**src/sv/csvt_pkg.sv**
```systemverilog
// Package for the CSV record tokenizer: result kinds, item function codes,
// byte constants and the control-flag struct shared by core and top level.
// No dependencies.
package csvt_pkg;

    typedef enum logic [1:0] {
        KIND_BYTE = 2'd0,
        KIND_EOF  = 2'd1,
        KIND_EOR  = 2'd2
    } t_kind;

    localparam logic FUNC_DATA = 1'b0;
    localparam logic FUNC_EOI  = 1'b1;

    localparam logic [7:0] CH_QUOTE = 8'h22;
    localparam logic [7:0] CH_CR    = 8'h0D;
    localparam logic [7:0] CH_LF    = 8'h0A;
    localparam logic [7:0] CH_COMMA = 8'h2C;

    typedef struct packed {
        logic inside_quotes;
        logic quote_pending;
        logic record_open;
    } t_flags;

endpackage

```
**src/sv/csvt_if.sv**
```systemverilog
// Stream interfaces for the CSV record tokenizer: input words and result words.
// Depends on csvt_pkg for the result kind type.
interface csvt_in_if;
    logic       valid;
    logic       ready;
    logic       func;
    logic [7:0] data_byte;

    modport source (output valid, output func, output data_byte, input ready);
    modport sink   (input valid, input func, input data_byte, output ready);
endinterface

interface csvt_out_if;
    logic             valid;
    logic             ready;
    csvt_pkg::t_kind  kind;
    logic [7:0]       out_byte;
    logic [7:0]       field_index;

    modport source (output valid, output kind, output out_byte, output field_index,
                    input ready);
    modport sink   (input valid, input kind, input out_byte, input field_index,
                    output ready);
endinterface

```
**src/sv/csv_record_tokenizer_unit.sv**
```systemverilog
// CSV record tokenizer, top level: input register, step logic, result register.
// Depends on csvt_pkg, csvt_if (csvt_in_if, csvt_out_if) and csvt_core.
//
// Splits a byte stream into fields and records with RFC 4180 quoting and a
// programmable delimiter (reset value comma). One word is accepted per clock
// while the result register is free or being read; each word gives at most one
// result word, which passes the input register, then the combinational step
// logic into the result register. The throughput of one word per cycle is held
// while the result register drains, since the input register advances whenever
// the result register is free or being read. Write the delimiter only while no
// words are in flight.
module csv_record_tokenizer_unit #(
    parameter int MAX_FIELDS = 256
) (
    input  logic               i_clk,
    input  logic               i_rst_n,
    input  logic               i_cfg_we,
    input  logic [7:0]         i_cfg_wdata,
    csvt_in_if.sink            i_in,
    csvt_out_if.source         o_out
);

    localparam int COL_SAT = (MAX_FIELDS - 1 > 255) ? 255 : (MAX_FIELDS - 1);
    localparam int COL_W   = $clog2(COL_SAT + 1);

    logic [7:0]        r_delim;
    logic              r_s1_valid;
    logic              r_s1_func;
    logic [7:0]        r_s1_byte;
    csvt_pkg::t_flags  r_flags, n_flags;
    logic [COL_W-1:0]  r_col, n_col;
    logic              r_out_valid;
    csvt_pkg::t_kind   r_out_kind;
    logic [7:0]        r_out_byte;
    logic [7:0]        r_out_index;

    logic              res_valid;
    csvt_pkg::t_kind   res_kind;
    logic [7:0]        res_byte;
    logic [7:0]        res_index;
    logic              advance;

    assign advance    = r_s1_valid && (!r_out_valid || o_out.ready);
    assign i_in.ready = !r_s1_valid || advance;

    csvt_core #(
        .COL_W   (COL_W),
        .COL_SAT (COL_SAT)
    ) u_core (
        .i_flags     (r_flags),
        .i_col       (r_col),
        .i_delim     (r_delim),
        .i_func      (r_s1_func),
        .i_byte      (r_s1_byte),
        .o_flags     (n_flags),
        .o_col       (n_col),
        .o_res_valid (res_valid),
        .o_res_kind  (res_kind),
        .o_res_byte  (res_byte),
        .o_res_index (res_index)
    );

    always_ff @(posedge i_clk) begin
        if (!i_rst_n) begin
            r_delim     <= csvt_pkg::CH_COMMA;
            r_s1_valid  <= 1'b0;
            r_flags     <= '0;
            r_col       <= '0;
            r_out_valid <= 1'b0;
        end else begin
            if (i_cfg_we) begin
                r_delim <= i_cfg_wdata;
            end
            if (i_in.ready) begin
                r_s1_valid <= i_in.valid;
            end
            if (advance) begin
                r_flags <= n_flags;
                r_col   <= n_col;
            end
            if (advance) begin
                r_out_valid <= res_valid;
            end else if (o_out.ready) begin
                r_out_valid <= 1'b0;
            end
        end
    end

    always_ff @(posedge i_clk) begin
        if (i_in.valid && i_in.ready) begin
            r_s1_func <= i_in.func;
            r_s1_byte <= i_in.data_byte;
        end
        if (advance) begin
            r_out_kind  <= res_kind;
            r_out_byte  <= res_byte;
            r_out_index <= res_index;
        end
    end

    assign o_out.valid       = r_out_valid;
    assign o_out.kind        = r_out_kind;
    assign o_out.out_byte    = r_out_byte;
    assign o_out.field_index = r_out_index;

    // a pending quote only ever exists inside a quoted section
    a_pending_in_quotes: assert property (@(posedge i_clk) disable iff (!i_rst_n)
        r_flags.quote_pending |-> r_flags.inside_quotes)
        else $error("quote pending outside quotes");

    a_col_sat: assert property (@(posedge i_clk) disable iff (!i_rst_n)
        r_col <= COL_W'(COL_SAT))
        else $error("column count above saturation");

    a_eoi_clears: assert property (@(posedge i_clk) disable iff (!i_rst_n)
        (advance && r_s1_func == csvt_pkg::FUNC_EOI)
        |=> (r_flags == '0 && r_col == '0))
        else $error("end of input did not clear state");

    a_marker_zero: assert property (@(posedge i_clk) disable iff (!i_rst_n)
        (r_out_valid && r_out_kind != csvt_pkg::KIND_BYTE) |-> r_out_byte == 8'd0)
        else $error("field marker carries a nonzero byte");

endmodule

```
**src/sv/csvt_core.sv**
```systemverilog
// Tokenizer step logic: from the current flags, column and one input word it
// works out the next flags and column and the result word, if any.
// Depends on csvt_pkg.
module csvt_core #(
    parameter int COL_W   = 8,
    parameter int COL_SAT = 255
) (
    input  csvt_pkg::t_flags   i_flags,
    input  logic [COL_W-1:0]   i_col,
    input  logic [7:0]         i_delim,
    input  logic               i_func,
    input  logic [7:0]         i_byte,
    output csvt_pkg::t_flags   o_flags,
    output logic [COL_W-1:0]   o_col,
    output logic               o_res_valid,
    output csvt_pkg::t_kind    o_res_kind,
    output logic [7:0]         o_res_byte,
    output logic [7:0]         o_res_index
);

    logic unq;  // byte goes through the unquoted rules

    always_comb begin
        o_flags     = i_flags;
        o_col       = i_col;
        o_res_valid = 1'b0;
        o_res_kind  = csvt_pkg::KIND_BYTE;
        o_res_byte  = 8'd0;
        o_res_index = 8'(i_col);
        unq         = 1'b0;

        if (i_func == csvt_pkg::FUNC_EOI) begin
            o_res_valid = i_flags.record_open;
            o_res_kind  = csvt_pkg::KIND_EOR;
            o_flags     = '0;
            o_col       = '0;
        end else if (i_flags.quote_pending) begin
            o_flags.quote_pending = 1'b0;
            if (i_byte == csvt_pkg::CH_QUOTE) begin
                o_res_valid = 1'b1;
                o_res_byte  = csvt_pkg::CH_QUOTE;
            end else begin
                o_flags.inside_quotes = 1'b0;
                unq = 1'b1;
            end
        end else if (i_flags.inside_quotes) begin
            if (i_byte == csvt_pkg::CH_QUOTE) begin
                o_flags.quote_pending = 1'b1;
            end else begin
                o_res_valid = 1'b1;
                o_res_byte  = i_byte;
            end
        end else begin
            unq = 1'b1;
        end

        // quote wins over delimiter, delimiter over CR and LF
        if (unq) begin
            o_flags.record_open = 1'b1;
            if (i_byte == csvt_pkg::CH_QUOTE) begin
                o_flags.inside_quotes = 1'b1;
            end else if (i_byte == i_delim) begin
                o_res_valid = 1'b1;
                o_res_kind  = csvt_pkg::KIND_EOF;
                if (i_col < COL_W'(COL_SAT)) begin
                    o_col = i_col + COL_W'(1);
                end
            end else if (i_byte == csvt_pkg::CH_CR) begin
                o_res_valid = 1'b0;
            end else if (i_byte == csvt_pkg::CH_LF) begin
                o_res_valid         = 1'b1;
                o_res_kind          = csvt_pkg::KIND_EOR;
                o_col               = '0;
                o_flags.record_open = 1'b0;
            end else begin
                o_res_valid = 1'b1;
                o_res_byte  = i_byte;
            end
        end
    end

endmodule
```
**src/flat_wrapper.sv**
```systemverilog
// flat-port wrapper written by rule: the top's interface ports become plain ports
module csv_record_tokenizer_unit_flat 
#(
    parameter int MAX_FIELDS = 256
)
  (i_clk, i_rst_n, i_cfg_we, i_cfg_wdata, i_in_valid, i_in_func, i_in_data_byte, i_in_ready, o_out_valid, o_out_kind, o_out_out_byte, o_out_field_index, o_out_ready);
  csvt_in_if i_in_i ();
  csvt_out_if o_out_i ();
  input  logic i_clk;
  input  logic i_rst_n;
  input  logic i_cfg_we;
  input  logic [7:0] i_cfg_wdata;
  input wire logic [$bits(i_in_i.valid)-1:0] i_in_valid;
  input wire logic [$bits(i_in_i.func)-1:0] i_in_func;
  input wire logic [$bits(i_in_i.data_byte)-1:0] i_in_data_byte;
  output wire logic [$bits(i_in_i.ready)-1:0] i_in_ready;
  output wire logic [$bits(o_out_i.valid)-1:0] o_out_valid;
  output wire logic [$bits(o_out_i.kind)-1:0] o_out_kind;
  output wire logic [$bits(o_out_i.out_byte)-1:0] o_out_out_byte;
  output wire logic [$bits(o_out_i.field_index)-1:0] o_out_field_index;
  input wire logic [$bits(o_out_i.ready)-1:0] o_out_ready;
  assign i_in_i.valid = i_in_valid;
  assign i_in_i.func = i_in_func;
  assign i_in_i.data_byte = i_in_data_byte;
  assign i_in_ready = i_in_i.ready;
  assign o_out_valid = o_out_i.valid;
  assign o_out_kind = o_out_i.kind;
  assign o_out_out_byte = o_out_i.out_byte;
  assign o_out_field_index = o_out_i.field_index;
  assign o_out_i.ready = o_out_ready;
  csv_record_tokenizer_unit #(.MAX_FIELDS(MAX_FIELDS)) u_core (.i_clk(i_clk), .i_rst_n(i_rst_n), .i_cfg_we(i_cfg_we), .i_cfg_wdata(i_cfg_wdata), .i_in(i_in_i), .o_out(o_out_i));
endmodule
```
**config.mk**
```make
export PLATFORM = sky130hd
export DESIGN_NAME = csv_record_tokenizer_unit_flat
export DESIGN_NICKNAME = d
export VERILOG_FILES = /design/src/sv/csvt_pkg.sv /design/src/sv/csvt_if.sv /design/src/sv/csv_record_tokenizer_unit.sv /design/src/sv/csvt_core.sv /design/src/flat_wrapper.sv
export SDC_FILE = /design/constraint.sdc
export NUM_CORES = 1
export LEC_CHECK = 0
export ABC_AREA = 1
export BUFFER_PORTS_ARGS = -buffer_cell sky130_fd_sc_hd__buf_2
export CORE_UTILIZATION = 28
export DETAILED_ROUTE_END_ITERATION = 10
export MAX_ROUTING_LAYER = met4
export PLACE_DENSITY = 0.46
export SLEW_MARGIN = 15
export SYNTH_ARGS = -nofsm -noshare
export SYNTH_HDL_FRONTEND = slang
export SYNTH_HIERARCHICAL = 1
export SYNTH_SLANG_ARGS = --single-unit
```
**constraint.sdc**
```tcl
create_clock -name i_clk -period 3 [get_ports i_clk]
set_input_delay 0.15 -clock i_clk [delete_from_list [all_inputs] [get_ports i_clk]]
set_output_delay 0.15 -clock i_clk [all_outputs]
set_load 0.005 [all_outputs]
```
==> flow_summary_export.csv, run 1 <==
group,metric,value,unit
pwr,p_total,1.469,mW
sta,rsz0062_at_grt,"no",
placed_design,gp_congestion,0.8213,
worst_setup_path,critPathRequiredTime,3240,ps
route,routedWlPerCell,11.57,um
route,vias,2223,
hold_path,min_path_type,"primary input to register",
placed_design,place_area,0.003073,sq mm
clock_tree,cts_sinks,48,
clock_tree,cts.repair.resized,0,
placed_design,port_buffers,41,
yosys,ys_top_cells_by_count,"nand2_1, nor2_1, inv_1",
yosys,yosys-top-cells-area,"edfxtp_1, dfxtp_1, nand2_1, nor2_1, inv_1",
sta,fmax,533.6,MHz
clock_tree,cts_buffer_depth,2,
yosys,synth_top_area_share,28.61,%
worst_setup_path,cp-end-kind,"register",
finish,fill_cells,1075,
worst_setup_path,path_class,"register to register",
worst_setup_path,cp.arrival,2110,ps
sta,slew_viol_final,0,
floorplanning,start_util,28.99,%
sta,fin_ws,1126,ps
yosys,synth_xor_area_share,0.6181,%
floorplanning,die_w,102.6,um
worst_setup_path,cp_max_fo,7,
worst_setup_path,critical_path.most_common_cell,"nand2_1",
yosys,ys_seq_elements,48,
yosys,syn_nets,385,
grt,grt_usage,13.24,%
floorplanning,die_area,0.01053,sq mm
yosys,synth_compound_area_share,7.682,%
sta,setup_viol,0,
pwr,power_density,460.0,mW/mm^2
worst_setup_path,worstRegToRegCells,13,
sta,slew_headroom,36.13,%
sta,skew,5.580,ps
clock_tree,postCtsSetupBuffers,0,
grt,gr-total-overflow,0,
worst_setup_path,critPathLaunch,"u_core/r_col[0]$_SDFFE_PN0P_",
clock_tree,h-tree-depth,2,
yosys,synth_edf_count,27,
yosys,yosys_most_used_dff,"edfxtp_1",
flow_run,drv_cap,0,
route,viasPerCell,4.210,
sta,tightest_slew,952.4,ps
floorplanning,die_height,102.6,um
yosys,yosys_warnings,6,
yosys,muxShareOfSynthArea,0,%
placed_design,pre_cts_ws,1115,ps
yosys,synth_seq_area_share,43.44,%
floorplanning,core_area,0.009774,sq mm
worst_setup_path,start_kind,"register",
worst_setup_path,critical_path.cell_chain,"ha_1, nand2_1, nor2_2, nand2_1, o21ai_1, inv_1, nand2_1, nand3_1, o21ai_0, inv_1, nand3_2, nand2_1, nor2_1",
placed_design,placedCellCount,520,
worst_setup_path,cpPeakStageDelay,470,ps
sta,hold_ws,14.65,ps
sta,fin_tns_setup,0,ps
sta,fin_crit_sh,62.47,%
route,dr.pass1.iters,4,
yosys,yosys.area.top_type,"edfxtp_1",
clock_tree,holdBufCountCts,0,
yosys,yosysMostFrequentCell,"nand2_1",
sta,hold_viol_final,0,
grt,grt_pass1_vias,2056,
route,drc,0,
finish,final_core_util,32.68,%
finish,layout-drive-gt1-share,26.08,%
route,first_iter_violations,65,
worst_setup_path,cpMaxStageDelayCell,"dfxtp_1",
worst_setup_path,r2r_setup_slack,1130,ps
yosys,synthArstFlopShare,0,%
floorplanning,core.rowCount,36,
clock_tree,cts-root-buf,"clkbuf_8",
grt,grt_pass1_wl,10370,um
sta,period_minus_slack,1874,ps
clock_tree,clock_latency,300,ps
yosys,synth_top_family_by_area,"simple AND/OR/NAND/NOR gates",
grt,grt_start_max_net_pins,26,
clock_tree,cts_tree,"done",
floorplanning,io-pin-count,42,
finish,finalNonFillerCells,528,
clock_tree,clk_pin_slew,100,ps
grt,antenna_found_initial,0,
yosys,synth_cell_types,34,
yosys,synth.avg_cell_area,7.829,sq um
route,postRouteAntennaNets,0,
finish,synthToLayoutAreaGrowth,12.72,%
yosys,syn_area,0.002834,sq mm
worst_setup_path,r2r-end,"u_core/r_col[4]$_SDFFE_PN0P_",
finish,nets,417,
pwr,power_leakage,1.432,nW
yosys,syn_inst,362,
placed_design,dp_hpwl,4596,um
yosys,synth-simple-area-share,34.48,%
clock_tree,cts_buffers,5,
yosys,yosys.area_share.adder,0.4415,%
pwr,irDropWorstVdd,0.2067,mV
worst_setup_path,r2r-start,"u_core/r_col[0]$_SDFFE_PN0P_",
status,status,"complete, no violations",
worst_setup_path,crit_end,"u_core/r_col[4]$_SDFFE_PN0P_",
finish,final_cell_area,0.003194,sq mm
finish,n_antenna_cell,0,
route,drt-total-wl,6107,um
## final cells by class
type / instances / area [sq um] / share of cell area, %
inverters: 61 / 234.0 / 7.325
well taps: 133 / 166.4 / 5.210
clock inverters: 2 / 38.79 / 1.214
clock buffers: 6 / 82.58 / 2.585
flip-flops and latches: 48 / 1231 / 38.54
multi-input cells: 236 / 1229 / 38.46
repair buffers: 42 / 212.7 / 6.659
## routing by layer
layer  up-vias  global-route usage (%)  share of wire [%]
li1       1195                       -                  -
met1       983                   19.11                 54
met2        41                   19.23                 42
met3         4                   1.966                3.5
met4         0                   3.297                1.0
met5         -                       -                  0
## how the worst min path moves through the flow
stage / start / endpoint / slack [ps] / cells after the start
6_report: i_in_data_byte[6] / u_core/r_s1_byte[6]$_DFFE_PP_ / 10 / 1
5_1_grt: i_in_data_byte[6] / u_core/r_s1_byte[6]$_DFFE_PP_ / 2 / 1
4_1_cts: i_in_data_byte[6] / u_core/r_s1_byte[6]$_DFFE_PP_ / 4 / 1
3_5_place_dp: i_in_data_byte[5] / u_core/r_s1_byte[5]$_DFFE_PP_ / 330 / 1
3_3_place_gp: i_in_data_byte[1] / u_core/r_s1_byte[1]$_DFFE_PP_ / 330 / 1
2_1_floorplan: i_in_data_byte[0] / u_core/r_s1_byte[0]$_DFFE_PP_ / 250 / 0
## power by group
| group | internal (mW) | switching (mW) |
|---|---|---|
| clock | 0.273 | 0.232 |
| combinational | 0.0746 | 0.120 |
| sequential | 0.737 | 0.0336 |
| total | 1.08 | 0.385 |
## cell usage in the layout (no fill, tap or decap), types with 2 or more instances in the layout
cell / n
nand2_2: 8
o21ai_0: 12
nor2_2: 4
nor2_1: 51
nand3_1: 17
buf_2: 41
xnor2_1: 2
nand3_2: 12
nand4_1: 4
dfxtp_1: 21
nor2_4: 7
nand2_1: 81
clkbuf_8: 6
inv_2: 11
o21bai_1: 2
nand2_4: 4
inv_1: 48
a21oi_1: 17
o21ai_1: 5
edfxtp_1: 27
nor3_1: 2
## registers in the layout (all words and copies together) (netlist names)
| signal | count |
|---|---|
| u_core/o_out.kind | 2 |
| u_core/r_s1_func | 1 |
| u_core/o_out.out_byte | 8 |
| u_core/r_col | 8 |
| u_core/o_out.field_index | 8 |
| u_core/r_delim | 8 |
| u_core/r_flags | 3 |
| u_core/r_s1_valid | 1 |
| u_core/o_out.valid | 1 |
| u_core/r_s1_byte | 8 |
## critical path, delay by kind of cell (launching register included)
| kind | cells | cell delay (ps) |
|---|---|---|
| compound gates | 2 | 220 |
| buf+inv | 2 | 130 |
| simple gates | 8 | 800 |
| flops | 1 | 470 |
| fa+ha+maj | 1 | 200 |
## cell families (layout without fill, tap and decap cells)
group           Yosys count  after routing
simple gates            194            194
buf+inv                  78            111
flops                    48             48
compound gates           39             39
xor+xnor                  2              2
fa+ha+maj                 1              1
(Power assumes the default switching activity.)
==> inputs of run 2 (changes only) <==
ABC_AREA = 0   (was 1)
PLACE_DENSITY = 0.48   (was 0.46)
clock period = 1.72 ns   (was 3 ns; I/O delays follow)
==> flow_summary_export.csv, run 2 <==
group,metric,value,unit
sta,tightest_slew,546.6,ps
grt,grt_start_max_net_pins,33,
flow_run,drv_cap,0,
yosys,yosysMostFrequentCell,"nand2_1",
worst_setup_path,path_delay_family,"simple AND/OR/NAND/NOR gates",
yosys,yosys-top-cells-area,"edfxtp_1, dfxtp_1, mux2i_1, nand2_1, xnor2_1",
worst_setup_path,critical_path.cell_chain,"and2b_1, a311o_2, buf_6, or4_4, a21oi_2, a21o_1, nand2_1, mux2i_1",
yosys,synth_edf_count,27,
finish,final_cell_mix,"buf_4, buf_2, nand2_1, edfxtp_1, mux2i_1",
worst_setup_path,start_kind,"register",
clock_tree,clk_pin_slew,100,ps
placed_design,gp_congestion,0.7633,
placed_design,place_area,0.002969,sq mm
yosys,yosys_warnings,6,
worst_setup_path,cp.arrival,2230,ps
clock_tree,cts-root-buf,"clkbuf_8",
pwr,power.share.sequential,54.3,%
yosys,synth_top_area_share,33.84,%
floorplanning,die_height,94.51,um
yosys,synthArstFlopShare,0,%
clock_tree,cts_tree,"done",
pwr,p_total,2.379,mW
grt,grt_pass1_vias,1877,
worst_setup_path,critPathRequiredTime,1960,ps
floorplanning,core.rowCount,33,
route,drc,0,
clock_tree,cts_sinks,48,
placed_design,dp_hpwl,3909,um
floorplanning,io-pin-count,42,
worst_setup_path,cpPeakStageDelay,420,ps
pwr,power_density,673.6,mW/mm^2
sta,slew_viol_final,0,
sta,slew_headroom,63.56,%
status,violations,"negative setup slack",
pwr,irDropWorstVdd,0.4024,mV
sta,setup_viol,19,
sta,hold_ws,28.00,ps
finish,layout-drive-gt1-share,44.72,%
route,first_iter_violations,74,
sta,fin_ws,-273.3,ps
yosys,yosys.area.top_type,"edfxtp_1",
pwr,p_int,1.808,mW
yosys,yosys_most_used_dff,"edfxtp_1",
yosys,syn_area,0.002396,sq mm
route,vias,1934,
floorplanning,die_area,0.008931,sq mm
pwr,p_sw_share,24.00,%
sta,skew,7.143,ps
finish,finalNonFillerCells,427,
pwr,power_leakage,1.408,nW
floorplanning,core_area,0.008258,sq mm
yosys,synth.avg_cell_area,10.84,sq um
clock_tree,h-tree-depth,2,
grt,antenna_found_initial,0,
clock_tree,cts_buffer_depth,2,
worst_setup_path,path_class,"register to register",
yosys,ys_seq_elements,48,
finish,n_antenna_cell,0,
yosys,syn_inst,221,
worst_setup_path,path_buf_inv,1,
finish,nets,344,
pwr,p_clk_share,33.3,%
finish,synthToLayoutAreaGrowth,47.36,%
yosys,synth_seq_area_share,51.38,%
route,viasPerCell,4.529,
sta,period_minus_slack,1993,ps
worst_setup_path,cpMaxStageDelayCell,"edfxtp_1",
worst_setup_path,cp_max_fo,2,
pwr,power.switching,0.5709,mW
hold_path,min_path_type,"primary input to register",
route,postRouteAntennaNets,0,
grt,grt_usage,14.02,%
yosys,synth_cell_types,46,
finish,final_common_cell,"buf_4",
yosys,syn_nets,244,
finish,final_cell_area,0.003531,sq mm
clock_tree,cts_buffers,5,
route,dr.pass1.iters,4,
floorplanning,start_util,29.02,%
placed_design,placedCellCount,394,
route,drt-total-wl,5887,um
sta,hold_viol_final,0,
worst_setup_path,cp-end-kind,"register",
grt,gr-total-overflow,0,
clock_tree,clock_latency,310,ps
sta,fin_crit_sh,115.9,%
placed_design,pre_cts_ws,-363.3,ps
route,routedWlPerCell,13.79,um
floorplanning,die_w,94.51,um
pwr,combinationalPowerShare,12.5,%
grt,grt_pass1_wl,9349,um
finish,fill_cells,810,
status,status,"finished, violations left",
sta,rsz0062_at_grt,"yes",
sta,fmax,501.7,MHz
placed_design,port_buffers,41,
yosys,ys_top_cells_by_count,"nand2_1, edfxtp_1, mux2i_1",
[run 2: cell types whose count changed after synthesis, sizes merged, moves of 11 or more]
cell,change
o21ai,-11
mux2i,+22
nor2b,+12
nand2,-57
nand3,-27
nor2,-52
inv,-55
[run 2: cell type report]
class | count | area, sq um | share of cell area, %
sequential | 48 | 1234 | 34.94
multi-input combinational | 151 | 1220 | 34.55
timing repair buffer | 110 | 817.0 | 23.14
tap | 105 | 131.4 | 3.721
clock buffer | 6 | 93.84 | 2.658
inverter | 5 | 18.77 | 0.5315
clock inverter | 2 | 16.27 | 0.4607
[run 2: worst paths after layout]
kind / from / end / slack [ps] / depth (start not counted)
min: i_cfg_wdata[0] / u_core/r_delim[0]$_SDFFE_PN0P_ / 30 / 3
min reg2reg: u_core/r_flags[0]$_SDFFE_PN0P_ / u_core/r_flags[0]$_SDFFE_PN0P_ / 500 / 2
max: u_core/r_s1_byte[5]$_DFFE_PP_ / u_core/r_col[6]$_SDFFE_PN0P_ / -270 / 8
max reg2reg: u_core/r_s1_byte[5]$_DFFE_PP_ / u_core/r_col[6]$_SDFFE_PN0P_ / -270 / 8
[run 2: cells by family (layout without fill, tap and decap cells)]
family                   after synthesis  count (layout)  synth area share [%]
XOR/XNOR                               8               8                 2.924
flip-flops                            48              48                 51.38
multiplexers                          22              22                 9.191
buffers and inverters                 22             123                 5.953
adder cells (fa/ha/maj)                1               1                0.5221
AND/OR/NAND/NOR                       89              89                 20.63
AO/OA/AOI/OAI                         31              31                 9.400
[run 2: tightest hold or removal path: stages]
cell,delay [ps]
buf_2,70
mux2i_1,50
nor2b_1,90
[run 2: through the flow]
stage	util [%]	setup TNS [ps]
floorplan	-	-870.5
global placement	35.95	-4496
detailed placement	35.95	-4831
CTS	40.95	-3388
global route	42.76	-5155
finish	42.76	-3233
[run 2: per-layer routing]
metal,share of wire [%],vias to the layer above,track usage (%)
li1,-,984,-
met1,49,907,17.95
met2,46,34,22.16
met3,3.2,9,2.576
met4,1.5,0,4.924
met5,0,-,-
[run 2: repair_timing]
item                                    in CTS  in global routing
cloned                                       1                  0
endpoints found under the hold margin       13                  0
resized for setup                           29                 22
hold buffers                                13                  0
buffers inserted                             6                  6
endpoints found under the setup margin      20                 21
pin swaps                                   10                 10
[run 2: power groups by stage]
stage	sequential, mW	clock (mW)	combinational (mW)
floorplan	1.31	0	0.119
global placement	1.31	0	0.229
detailed placement	1.32	0	0.230
CTS	1.29	0.816	0.279
global route	1.30	0.859	0.320
finish	1.29	0.792	0.297
==> inputs of run 3 (changes only) <==
CORE_ASPECT_RATIO = 0.9   (was default)
CTS_BUF_LIST = sky130_fd_sc_hd__clkbuf_4   (was default)
clock period = 1.8 ns   (was 1.72 ns; I/O delays follow)
==> flow_summary_export.csv, run 3 (synthesis results as in run 2) <==
group,metric,value,unit
status,status,"finished, violations left",
status,violations,"negative setup slack",
finish,nets,344,
worst_setup_path,critPathRequiredTime,2070,ps
worst_setup_path,start_kind,"register",
placed_design,gp_congestion,0.8055,
finish,n_antenna_cell,0,
clock_tree,cts_buffer_depth,2,
sta,fin_crit_sh,114.0,%
finish,final_cell_area,0.003475,sq mm
clock_tree,clock_latency,370,ps
floorplanning,core.rowCount,31,
route,dr.pass1.iters,5,
sta,skew,14.32,ps
worst_setup_path,cp-end-kind,"register",
grt,antenna_found_initial,0,
worst_setup_path,critical_path.most_common_cell,"mux2i_1",
route,drt-total-wl,5532,um
grt,grt_pass1_wl,8776,um
clock_tree,cts_sinks,48,
finish,layout-drive-gt1-share,41.61,%
sta,setup_viol,13,
route,postRouteAntennaNets,0,
floorplanning,core_area,0.008184,sq mm
sta,fmax,487.5,MHz
floorplanning,start_util,29.28,%
pwr,p_total,2.185,mW
sta,fin_ws,-251.3,ps
route,first_iter_violations,65,
floorplanning,die_height,89.76,um
route,routedWlPerCell,12.66,um
sta,rsz0062_at_grt,"yes",
route,viasPerCell,4.501,
flow_run,drv_cap,0,
clock_tree,cts_tree,"done",
sta,slew_headroom,61.31,%
worst_setup_path,cp_max_fo,5,
worst_setup_path,cp.arrival,2320,ps
placed_design,place_area,0.002952,sq mm
clock_tree,cts-root-buf,"clkbuf_4",
worst_setup_path,cpMaxStageDelayCell,"edfxtp_1",
grt,gr-total-overflow,0,
pwr,irDropWorstVdd,0.2716,mV
pwr,power_density,628.7,mW/mm^2
sta,period_minus_slack,2051,ps
finish,final_cell_mix,"buf_2, buf_4, nand2_1, edfxtp_1, mux2i_1",
sta,fin_tns_setup,-2080,ps
worst_setup_path,path_class,"register to register",
grt,grt_usage,12.81,%
clock_tree,cts_buffers,5,
worst_setup_path,cpPeakStageDelay,410,ps
worst_setup_path,critical_path.cell_chain,"and2b_1, a311o_2, nor3_4, mux2i_1, o21ai_0, nand2_1, mux2i_1",
floorplanning,io-pin-count,42,
route,vias,1967,
grt,grt_start_max_net_pins,33,
route,drc,0,
sta,slew_viol_final,0,
hold_path,min_path_type,"primary input to register",
finish,synthToLayoutAreaGrowth,45.01,%
sta,hold_viol_final,0,
floorplanning,die_area,0.008932,sq mm
clock_tree,clk_pin_slew,160,ps
floorplanning,die_w,99.51,um
grt,grt_pass1_vias,1842,
sta,tightest_slew,580.4,ps
placed_design,dp_hpwl,3787,um
pwr,power_leakage,1.383,nW
placed_design,port_buffers,41,
clock_tree,h-tree-depth,2,
[run 3: changes by cell type in the layout (fill, tap and decap cells not counted), sizes merged]
cell,before,now
bufinv,0,1
dlygate4sd3,13,18
buf,97,92
clkbuf,6,5
[run 3: path summary, 6_finish.rpt]
path | end | slack (ps) | startpoint | depth (start not counted)
max | u_core/r_col[2]$_SDFFE_PN0P_ | -250 | u_core/r_s1_byte[3]$_DFFE_PP_ | 7
min | u_core/o_out.valid$_SDFFE_PN0P_ | 50 | o_out_ready | 4
max reg2reg | u_core/r_col[2]$_SDFFE_PN0P_ | -250 | u_core/r_s1_byte[3]$_DFFE_PP_ | 7
min reg2reg | u_core/r_flags[0]$_SDFFE_PN0P_ | 500 | u_core/r_flags[0]$_SDFFE_PN0P_ | 2
[run 3: metrics by stage]
step / hold slack (ps) / setup slack (ps) / utilization (%) / cells
floorplan: 188.9 / -72.64 / - / 221
global placement: 267.2 / -213.1 / 36.06 / 400
detailed placement: 268.5 / -255.3 / 36.06 / 400
CTS: 34.41 / -247.5 / 40.07 / 431
global route: 22.52 / -346.3 / 42.46 / 437
finish: 45.23 / -251.3 / 42.46 / 437
[run 3: timing repair]
item                                    4_1_cts  5_1_grt
buffers inserted                              5        7
resized for setup                             6       34
pin swaps                                     3       23
endpoints found under the hold margin        18        0
hold buffers                                 18        0
endpoints found under the setup margin       19       21
[run 3: where the power goes]
| group | switching (mW) | leakage (nW) | total [mW] | internal [mW] |
|---|---|---|---|---|
| clock | 0.375 | 0.0418 | 0.672 | 0.297 |
| sequential | 0.0248 | 0.427 | 1.23 | 1.21 |
| combinational | 0.124 | 0.915 | 0.282 | 0.159 |
[run 3: layout make-up]
cell class                      count  area (sq um)
Clock inverter                      3         46.29
Timing Repair Buffer              110         814.5
Sequential cell                    48          1234
Tap cell                          115         143.9
Multi-Input combinational cell    151          1180
Fill cell                         786          4710
Clock buffer                        5         37.54
Inverter                            5         18.77
[run 3: layer usage]
layer / GRT usage (%) / vias up / wire length [um]
li1: - / 985 / -
met5: - / - / 0
met4: 3.799 / 0 / 64
met2: 19.44 / 40 / 2449
met1: 17.06 / 937 / 2812
met3: 2.877 / 5 / 205
[run 3: critical path: cells and delay by family (launching register included)]
kind,cells,cell delay (ps)
muxes,2,420
and+or+nand+nor,3,580
DFF,1,410
AOI/OAI and AO/OA,2,520
